$ cat config.mk
export PLATFORM = sky130hd
export DESIGN_NAME = string_escape_decoder_unit
export DESIGN_NICKNAME = d
export VERILOG_FILES = /design/src/rtl/core/sed_pkg.sv /design/src/rtl/core/sed_decode.sv /design/src/rtl/core/sed_out_queue.sv /design/src/rtl/core/string_escape_decoder_unit.sv
export SDC_FILE = /design/constraint.sdc
export NUM_CORES = 1
export LEC_CHECK = 0
export ABC_CLOCK_PERIOD_IN_PS = 5400
export BUFFER_PORTS_ARGS = -buffer_cell sky130_fd_sc_hd__buf_2
export CAP_MARGIN = 0
export CORE_ASPECT_RATIO = 0.8
export CORE_UTILIZATION = 40
export DETAILED_ROUTE_END_ITERATION = 10
export SYNTH_ARGS = -nofsm -noshare
export SYNTH_HDL_FRONTEND = slang
export SYNTH_SLANG_ARGS = --single-unit
export TNS_END_PERCENT = 30
$ cat constraint.sdc
create_clock -name clk -period 5.4 [get_ports clk]
set_input_delay 0.27 -clock clk [delete_from_list [all_inputs] [get_ports clk]]
set_output_delay 0.27 -clock clk [all_outputs]
set_load 0.01 [all_outputs]
$ cat src/rtl/core/sed_pkg.sv
// sed_pkg: shared types and constants for the string escape decoder
// holds request structs, decoder mode enum, result kinds and character codes
// no dependencies
package sed_pkg;

  // request fields of the input channel
  typedef struct packed {
    logic       action;
    logic [7:0] in_byte;
  } in_req_t;

  // request fields of the result channel
  typedef struct packed {
    logic [1:0] kind;
    logic [7:0] out_byte;
    logic       last;
  } out_req_t;

  // decoder mode
  typedef enum logic [1:0] {
    MODE_PLAIN  = 2'd0,
    MODE_BSLASH = 2'd1,
    MODE_OCT    = 2'd2,
    MODE_HEX    = 2'd3
  } mode_t;

  // input actions
  localparam logic ACT_BYTE = 1'b0;
  localparam logic ACT_END  = 1'b1;

  // result kinds
  localparam logic [1:0] KIND_BYTE  = 2'd0;
  localparam logic [1:0] KIND_CLOSE = 2'd1;
  localparam logic [1:0] KIND_END   = 2'd2;

  // reset value of the closing quote register
  localparam logic [7:0] QUOTE_RESET = 8'h22;

  // result queue size
  localparam int QDEPTH = 4;

  // character codes
  localparam logic [7:0] CH_BSLASH = 8'h5C;
  localparam logic [7:0] CH_QMARK  = 8'h3F;
  localparam logic [7:0] CH_SQUOTE = 8'h27;
  localparam logic [7:0] CH_DQUOTE = 8'h22;
  localparam logic [7:0] CH_LC_A   = 8'h61;
  localparam logic [7:0] CH_LC_B   = 8'h62;
  localparam logic [7:0] CH_LC_F   = 8'h66;
  localparam logic [7:0] CH_LC_N   = 8'h6E;
  localparam logic [7:0] CH_LC_R   = 8'h72;
  localparam logic [7:0] CH_LC_T   = 8'h74;
  localparam logic [7:0] CH_LC_V   = 8'h76;
  localparam logic [7:0] CH_LC_X   = 8'h78;
  localparam logic [7:0] CH_UC_A   = 8'h41;
  localparam logic [7:0] CH_UC_F   = 8'h46;
  localparam logic [7:0] CH_UC_X   = 8'h58;
  localparam logic [7:0] CH_DIG_0  = 8'h30;
  localparam logic [7:0] CH_DIG_7  = 8'h37;
  localparam logic [7:0] CH_DIG_9  = 8'h39;

  // control codes produced by letter escapes
  localparam logic [7:0] CC_BEL = 8'd7;
  localparam logic [7:0] CC_BS  = 8'd8;
  localparam logic [7:0] CC_FF  = 8'd12;
  localparam logic [7:0] CC_LF  = 8'd10;
  localparam logic [7:0] CC_CR  = 8'd13;
  localparam logic [7:0] CC_HT  = 8'd9;
  localparam logic [7:0] CC_VT  = 8'd11;

endpackage

$ cat src/rtl/core/sed_decode.sv
// sed_decode: escape decoding stage with mode and escape value state
// turns one registered request combinationally into up to two results
// depends on sed_pkg
module sed_decode (
  input  logic              clk,
  input  logic              rst_n,
  input  logic              fire,
  input  sed_pkg::in_req_t  req,
  input  logic [7:0]        quote,
  output logic [1:0]        res_n,
  output sed_pkg::out_req_t res0,
  output sed_pkg::out_req_t res1
);

  sed_pkg::mode_t mode_r, mode_nxt;
  logic [7:0]     esc_r, esc_nxt;

  logic [7:0]        h;
  logic              plain_emit;
  sed_pkg::mode_t    plain_mode;
  sed_pkg::out_req_t plain_res;
  sed_pkg::out_req_t esc_res;
  logic              is_oct;
  logic              is_hex;
  logic [3:0]        hex_val;

  assign h = req.in_byte;

  // plain text handling of the current byte
  always_comb begin
    plain_emit = 1'b1;
    plain_mode = sed_pkg::MODE_PLAIN;
    plain_res  = '0;
    if (h == sed_pkg::CH_BSLASH) begin
      plain_emit = 1'b0;
      plain_mode = sed_pkg::MODE_BSLASH;
    end else if (h == quote) begin
      plain_res.kind = sed_pkg::KIND_CLOSE;
    end else begin
      plain_res.kind     = sed_pkg::KIND_BYTE;
      plain_res.out_byte = h;
    end
  end

  // digit classification
  always_comb begin
    is_oct  = (h >= sed_pkg::CH_DIG_0) && (h <= sed_pkg::CH_DIG_7);
    is_hex  = 1'b1;
    hex_val = h[3:0];
    if ((h >= sed_pkg::CH_DIG_0) && (h <= sed_pkg::CH_DIG_9)) begin
      hex_val = h[3:0];
    end else if (((h >= sed_pkg::CH_LC_A) && (h <= sed_pkg::CH_LC_F)) ||
                 ((h >= sed_pkg::CH_UC_A) && (h <= sed_pkg::CH_UC_F))) begin
      hex_val = h[3:0] + 4'd9;
    end else begin
      is_hex = 1'b0;
    end
  end

  // flushed numeric escape byte
  always_comb begin
    esc_res          = '0;
    esc_res.kind     = sed_pkg::KIND_BYTE;
    esc_res.out_byte = esc_r;
  end

  // next state and results
  always_comb begin
    mode_nxt = mode_r;
    esc_nxt  = esc_r;
    res_n    = 2'd0;
    res0     = '0;
    res1     = '0;
    if (req.action == sed_pkg::ACT_END) begin
      mode_nxt = sed_pkg::MODE_PLAIN;
      esc_nxt  = '0;
      if ((mode_r == sed_pkg::MODE_OCT) || (mode_r == sed_pkg::MODE_HEX)) begin
        res0      = esc_res;
        res1.kind = sed_pkg::KIND_END;
        res_n     = 2'd2;
      end else begin
        res0.kind = sed_pkg::KIND_END;
        res_n     = 2'd1;
      end
    end else begin
      unique case (mode_r)
        sed_pkg::MODE_PLAIN: begin
          mode_nxt = plain_mode;
          res0     = plain_res;
          res_n    = {1'b0, plain_emit};
        end
        sed_pkg::MODE_BSLASH: begin
          mode_nxt      = sed_pkg::MODE_PLAIN;
          res0.kind     = sed_pkg::KIND_BYTE;
          res_n         = 2'd1;
          unique case (h) inside
            sed_pkg::CH_LC_A: res0.out_byte = sed_pkg::CC_BEL;
            sed_pkg::CH_LC_B: res0.out_byte = sed_pkg::CC_BS;
            sed_pkg::CH_LC_F: res0.out_byte = sed_pkg::CC_FF;
            sed_pkg::CH_LC_N: res0.out_byte = sed_pkg::CC_LF;
            sed_pkg::CH_LC_R: res0.out_byte = sed_pkg::CC_CR;
            sed_pkg::CH_LC_T: res0.out_byte = sed_pkg::CC_HT;
            sed_pkg::CH_LC_V: res0.out_byte = sed_pkg::CC_VT;
            sed_pkg::CH_BSLASH, sed_pkg::CH_QMARK,
            sed_pkg::CH_SQUOTE, sed_pkg::CH_DQUOTE: res0.out_byte = h;
            sed_pkg::CH_LC_X, sed_pkg::CH_UC_X: begin
              esc_nxt  = '0;
              mode_nxt = sed_pkg::MODE_HEX;
              res_n    = 2'd0;
            end
            default: begin
              if (is_oct) begin
                esc_nxt  = {5'd0, h[2:0]};
                mode_nxt = sed_pkg::MODE_OCT;
                res_n    = 2'd0;
              end else begin
                // unknown escape drops the backslash
                mode_nxt = plain_mode;
                res0     = plain_res;
                res_n    = {1'b0, plain_emit};
              end
            end
          endcase
        end
        sed_pkg::MODE_OCT: begin
          if (is_oct) begin
            esc_nxt = {esc_r[4:0], h[2:0]};
          end else begin
            mode_nxt = plain_mode;
            res0     = esc_res;
            res1     = plain_res;
            res_n    = plain_emit ? 2'd2 : 2'd1;
          end
        end
        sed_pkg::MODE_HEX: begin
          if (is_hex) begin
            esc_nxt = {esc_r[3:0], hex_val};
          end else begin
            mode_nxt = plain_mode;
            res0     = esc_res;
            res1     = plain_res;
            res_n    = plain_emit ? 2'd2 : 2'd1;
          end
        end
        default: begin
          mode_nxt = sed_pkg::MODE_PLAIN;
        end
      endcase
    end
    // mark the final result of this request
    res0.last = (res_n == 2'd1);
    res1.last = 1'b1;
  end

  // state registers
  always_ff @(posedge clk) begin
    if (!rst_n) begin
      mode_r <= sed_pkg::MODE_PLAIN;
      esc_r  <= '0;
    end else if (fire) begin
      mode_r <= mode_nxt;
      esc_r  <= esc_nxt;
    end
  end

  // end of input always leaves plain mode with a cleared value
  a_end_clears: assert property (@(posedge clk) disable iff (!rst_n)
    (fire && (req.action == sed_pkg::ACT_END)) |=>
      ((mode_r == sed_pkg::MODE_PLAIN) && (esc_r == 8'd0)))
    else $error("end of input did not clear decoder state");

endmodule

$ cat src/rtl/core/sed_out_queue.sv
// sed_out_queue: small result queue taking up to two results per cycle
// decouples the decode stage from the result channel stall
// depends on sed_pkg
module sed_out_queue (
  input  logic              clk,
  input  logic              rst_n,
  input  logic [1:0]        push_n,
  input  sed_pkg::out_req_t push0,
  input  sed_pkg::out_req_t push1,
  output logic              room,
  output logic              out_vld,
  input  logic              out_stall,
  output sed_pkg::out_req_t out_req
);

  localparam int PW = $clog2(sed_pkg::QDEPTH);
  localparam int CW = $clog2(sed_pkg::QDEPTH + 1);

  sed_pkg::out_req_t mem [sed_pkg::QDEPTH];
  logic [PW-1:0] wr_ptr_r, wr_ptr_nxt;
  logic [PW-1:0] rd_ptr_r, rd_ptr_nxt;
  logic [CW-1:0] cnt_r, cnt_nxt;
  logic [PW-1:0] wr_ptr_p1;
  logic          pop;

  assign out_vld   = (cnt_r != '0);
  assign out_req   = mem[rd_ptr_r];
  assign pop       = out_vld && !out_stall;
  assign room      = (cnt_r <= CW'(sed_pkg::QDEPTH - 2));
  assign wr_ptr_p1 = wr_ptr_r + PW'(1);

  // pointer and count update
  always_comb begin
    wr_ptr_nxt = wr_ptr_r + PW'(push_n);
    rd_ptr_nxt = rd_ptr_r + PW'(pop);
    cnt_nxt    = cnt_r + CW'(push_n) - CW'(pop);
  end

  always_ff @(posedge clk) begin
    if (!rst_n) begin
      wr_ptr_r <= '0;
      rd_ptr_r <= '0;
      cnt_r    <= '0;
    end else begin
      wr_ptr_r <= wr_ptr_nxt;
      rd_ptr_r <= rd_ptr_nxt;
      cnt_r    <= cnt_nxt;
    end
  end

  // storage writes
  always_ff @(posedge clk) begin
    if (push_n != 2'd0) begin
      mem[wr_ptr_r] <= push0;
    end
    if (push_n == 2'd2) begin
      mem[wr_ptr_p1] <= push1;
    end
  end

  // pushes only happen with space for two results
  a_no_overflow: assert property (@(posedge clk) disable iff (!rst_n)
    (push_n != 2'd0) |-> room)
    else $error("result queue overflow");

  // count never exceeds the queue size
  a_cnt_bound: assert property (@(posedge clk) disable iff (!rst_n)
    cnt_r <= CW'(sed_pkg::QDEPTH))
    else $error("result queue count out of range");

  // pointer distance matches the count
  a_ptr_cnt: assert property (@(posedge clk) disable iff (!rst_n)
    (wr_ptr_r - rd_ptr_r) == cnt_r[PW-1:0])
    else $error("result queue pointers disagree with count");

endmodule

$ cat src/rtl/core/string_escape_decoder_unit.sv
// string_escape_decoder_unit: decodes quoted string bytes and escapes
// each accepted request is registered, then decoded into the result queue;
// one request per cycle while the queue has room, a request giving two results
// takes two output slots, limited by the single-result-per-cycle output port
// synchronous active-low reset returns to plain mode, clears the escape value,
// empties the queue and sets the closing quote to double quote
module string_escape_decoder_unit (
  input  logic              clk,
  input  logic              rst_n,
  input  logic              in_vld,
  output logic              in_stall,
  input  sed_pkg::in_req_t  in_req,
  output logic              out_vld,
  input  logic              out_stall,
  output sed_pkg::out_req_t out_req,
  input  logic              cfg_we,
  input  logic [7:0]        cfg_wdata
);

  logic              in_vld_r, in_vld_nxt;
  sed_pkg::in_req_t  in_req_r;
  logic [7:0]        quote_r;
  logic              room;
  logic              fire;
  logic              accept;
  logic [1:0]        dec_n;
  logic [1:0]        push_n;
  sed_pkg::out_req_t dec0;
  sed_pkg::out_req_t dec1;

  // input register handshake
  assign fire     = in_vld_r && room;
  assign in_stall = in_vld_r && !room;
  assign accept   = in_vld && !in_stall;
  assign push_n   = fire ? dec_n : 2'd0;

  always_comb begin
    in_vld_nxt = in_vld_r;
    if (accept) begin
      in_vld_nxt = 1'b1;
    end else if (fire) begin
      in_vld_nxt = 1'b0;
    end
  end

  always_ff @(posedge clk) begin
    if (!rst_n) begin
      in_vld_r <= 1'b0;
    end else begin
      in_vld_r <= in_vld_nxt;
    end
  end

  always_ff @(posedge clk) begin
    if (accept) begin
      in_req_r <= in_req;
    end
  end

  // closing quote register
  always_ff @(posedge clk) begin
    if (!rst_n) begin
      quote_r <= sed_pkg::QUOTE_RESET;
    end else if (cfg_we) begin
      quote_r <= cfg_wdata;
    end
  end

  // decode stage
  sed_decode u_decode (
    .clk   (clk),
    .rst_n (rst_n),
    .fire  (fire),
    .req   (in_req_r),
    .quote (quote_r),
    .res_n (dec_n),
    .res0  (dec0),
    .res1  (dec1)
  );

  // result queue
  sed_out_queue u_queue (
    .clk       (clk),
    .rst_n     (rst_n),
    .push_n    (push_n),
    .push0     (dec0),
    .push1     (dec1),
    .room      (room),
    .out_vld   (out_vld),
    .out_stall (out_stall),
    .out_req   (out_req)
  );

endmodule
==> metrics.md <==
| Metric | Value |
|---|---|
| Result of the run | `completed` |
| Routed wire per std cell | `between 15 and 20 um` |
| Number of buffers created by CTS | `9` |
| Initial antenna violation count | `0` |
| Vias in the first global route | `about 3500` |
| Half-perimeter wire length after detailed placement | `8471 um` |
| Post-layout minimum cycle time | `3.791 ns` |
| Clock tree from TritonCTS | `done` |
| Worst vdd ir | `roughly 0.00017 V` |
| Remaining antenna violation count after routing | `0` |
| Insertion delay to the later sink of the worst-skew pair | `between 0.3 and 0.4 ns` |
| Unrepaired setup endpoints after global routing | `false` |
| Final number of max-transition violations | `0` |
| Mapped Cells | `450` |
| Initial standard-cell utilization of the core | `0.4185` |
| Number of synthesized flops with an enable pin | `between 40 and 50` |
| Worst Path Required | `5.64 ns` |
| Clock Tree Root | `sky130_fd_sc_hd__clkbuf_16` |
| Most used DFF post-synth | `sky130_fd_sc_hd__edfxtp_1` |
| Post-Synthesis Net Count | `about 480` |
| Switching power of the nets | `around 0.49 mW` |
| WS Path Type | `reg -> reg` |
| Number of hold buffers added after CTS | `0` |
| Switching share of power | `0.2846` |
| Die W | `between 100 and 150 um` |
| DRC violations left | `0` |
| Pwr dens | `330.6 mW/mm2` |
| Yosys top cell by area | `sky130_fd_sc_hd__edfxtp_1` |
| P_leak | `~1.8 nW` |
| Final setup skew | `about 0.0082 ns` |
| Transition time at the pin with the least slew margin | `1.027 ns` |
| Post-synthesis async set-or-reset flop share | `0` |
| Maximum root-to-sink buffer count | `2` |
| Data arrival time of the worst path | `just over 4 ns` |
| Number of library cell types mapped by synthesis | `61` |
| Core area | `approximately 0.011 mm2` |
| Mean number of vias per cell | `approximately 5.8` |
| Total global-route track usage | `0.2046` |
| Die area | `~0.012 mm2` |
| Wire length after detailed routing | `roughly 11000 um` |
| Htree depth | `3` |
| Final count of hold timing violations | `0` |
| Mean Syn Cell Area | `10.33 um2` |
| Sequential fraction of design power | `0.446` |
| Kind of path behind the tightest hold check | `in -> reg` |
| Last weighted congestion value of the routability-driven placer | `about 0.93` |
| # setup viols final | `0` |
| Number of input and output port buffers inserted | `34` |
| Clk slew on worst S/H paths | `roughly 0.060 ns` |
| Headroom to the max-slew limit | `0.3142` |
| Total I/O pin count | `35` |
| Total Neg Setup Slack | `0 ns` |
| Post-cts sizing count | `0` |
| # nets final | `just over 500` |
| Worst setup slack after placement | `roughly 1.6 ns` |
| Starting DRT DRC Count | `around 330` |
| Fill cells | `between 1000 and 1500` |
| Clock tree sinks | `a little under 80` |
| CP endpoint kind | `flop` |
| Clock network fraction of total power | `0.358` |
| Pin count of the biggest net entering global routing | `29` |
| Area fraction of the dominant cell type after synthesis | `0.3166` |
| Via count | `between 3000 and 4000` |
| Critical Path Fanout Max | `11` |
| Highest attainable clock frequency | `between 200 and 300 MHz` |
| Combinational share of power | `0.196` |
| Worst-case setup margin in the final layout | `1.609 ns` |
| Post-CTS Repair Setup Buffers | `0` |
| Die Ht | `98.41 um` |
| Final period util | `0.7021` |
| Leading cell types by total area after synthesis | `sky130_fd_sc_hd__edfxtp_1 (32%), sky130_fd_sc_hd__dfxtp_1 (13%), sky130_fd_sc_hd__mux4_2 (5.3%)` |
| Share of cells above drive strength 1 | `0.1786` |
| Detailed-routing iteration count for the pre-antenna-repair pass | `5` |
| Number of placement rows | `34` |
| Count of state elements after synthesis | `about 80` |
| Diode count | `0` |
| Kind of launch point of the worst setup path | `flop` |
| Cell Int Power | `1.230 mW` |
| Max Cap Violations | `0` |
| Total congestion overflow | `0` |
| Wire length of the first global-routing pass | `18730 um` |
| Layout area overhead | `11.90%` |
| Register area share after synthesis | `0.4459` |
| Yosys Warn Count | `0` |
| Cell Area, Synth | `approximately 0.0046 mm2` |
## layer usage
layer  vias up  part of all wire  GRT usage
met3        21             0.050    0.03972
met4         0             0.018    0.06567
met1      1719              0.50     0.2992
li1       1718                 -          -
met5         -                 0          0
met2       128              0.43     0.3012
## power groups by stage
stage / clock [mW] / sequential, mW / combinational [mW]
final: 0.616 / 0.767 / 0.336
after global routing: 0.655 / 0.777 / 0.377
after global placement: 0 / 0.779 / 0.334
after detailed placement: 0 / 0.781 / 0.339
after CTS: 0.627 / 0.768 / 0.341
after floorplan: 0 / 0.729 / 0.288
## cell usage after synthesis (all sizes together) (3+ instances only)
master	number
a211oi	3
edfxtp	49
o2bb2ai	13
nand3b	5
clkbuf	16
mux4	11
nor3b	3
a21oi	17
nor2	39
o32ai	4
a21boi	3
xnor2	5
nand2	45
mux2i	18
nand2b	8
dfxtp	30
ha	9
xor2	12
o21a	4
a22o	7
inv	13
nand3	10
o22ai	17
o21ai	17
or2	5
and2	10
buf	10
nor3	11
or3	4
nor2b	15
nand4	4
a31oi	5
## stage by stage
| step | power, mW | instance area [um2] | instances | utilization | hold slack, ns |
|---|---|---|---|---|---|
| global placement | 1.113 | 4896 | 604 | 0.4410 | 0.4471 |
| global route | 1.809 | 5200 | 620 | 0.4683 | 0.08706 |
| detailed placement | 1.121 | 4896 | 604 | 0.4410 | 0.4481 |
| floorplan | 1.017 | 4647 | 450 | - | 0.3689 |
| finish | 1.719 | 5200 | 620 | 0.4683 | 0.09892 |
| CTS | 1.736 | 5200 | 620 | 0.4683 | 0.08829 |
## cells in the final DEF, fill, tap and decap left out, drive strengths merged, types with 3 or more instances in the layout
master	synthesis	routed
nor3	11	11
a22o	7	7
dfxtp	30	30
o32ai	4	4
mux2i	18	18
nand4	4	4
o22ai	17	17
o21a	4	4
mux4	11	11
nand2	45	45
o2bb2ai	13	13
a21boi	3	3
a31oi	5	5
inv	13	15
nand3	10	10
nand2b	8	8
or3	4	4
buf	10	36
nand3b	5	5
ha	9	9
clkbuf	16	9
nor3b	3	3
edfxtp	49	49
and2	10	10
nor2b	15	15
o21ai	17	17
a211oi	3	3
nor2	39	39
or2	5	5
xor2	12	12
a21oi	17	17
xnor2	5	5
## registers in the layout (all words and copies together) (netlist names)
signal and flops:
quote_r 8, u_queue.cnt_r 3, in_req_r 9, u_queue.mem 44, in_vld_r 1, u_decode.mode_r 2
u_queue.wr_ptr_r 2, u_decode.esc_r 8, u_queue.rd_ptr_r 2
## worst paths after layout
check / startpoint / to / slack [ns] / cells after the start
worst min-delay path: in_req[1] / in_req_r[1] / 0.1 / 1
worst min register to register: u_queue.mem[0][0] / u_queue.mem[0][0] / 0.48 / 2
worst max-delay path: in_req_r[1] / u_queue.cnt_r[2] / 1.61 / 13
worst max register to register: in_req_r[1] / u_queue.cnt_r[2] / 1.61 / 13
## area by class of cell
type,instances,area [um2],share of cell area
tap,144,180.2,0.03465
timing repair buffer,36,185.2,0.03561
inverter,13,48.80,0.009384
clock buffer,9,225.2,0.04331
multi-input combinational,332,2410,0.4634
clock inverter,7,78.83,0.01516
sequential,79,2072,0.3985
## critical path, cell delays in order, from the launching register on
cell                        delay [ns]
sky130_fd_sc_hd__edfxtp_1         0.61
sky130_fd_sc_hd__inv_1            0.15
sky130_fd_sc_hd__ha_1             0.28
sky130_fd_sc_hd__nor4b_4          0.35
sky130_fd_sc_hd__a2111oi_2        0.18
sky130_fd_sc_hd__o31ai_4          0.44
sky130_fd_sc_hd__a31o_2           0.32
sky130_fd_sc_hd__nand3_1          0.15
sky130_fd_sc_hd__ha_1             0.31
sky130_fd_sc_hd__inv_1            0.05
sky130_fd_sc_hd__fa_1             0.43
sky130_fd_sc_hd__xnor2_1          0.19
sky130_fd_sc_hd__xnor2_1          0.08
sky130_fd_sc_hd__and2_1           0.14
## cell families after synthesis
logic type	count (synthesis)	share of synthesized area
and+or+nand+nor	169	0.1944
muxes	31	0.09693
adders and majority gates	10	0.02854
DFF	79	0.4459
buffers and inverters	39	0.03554
xor gates and xnor gates	17	0.03204
AOI/OAI and AO/OA	105	0.1667
(Power assumes the default switching activity.)
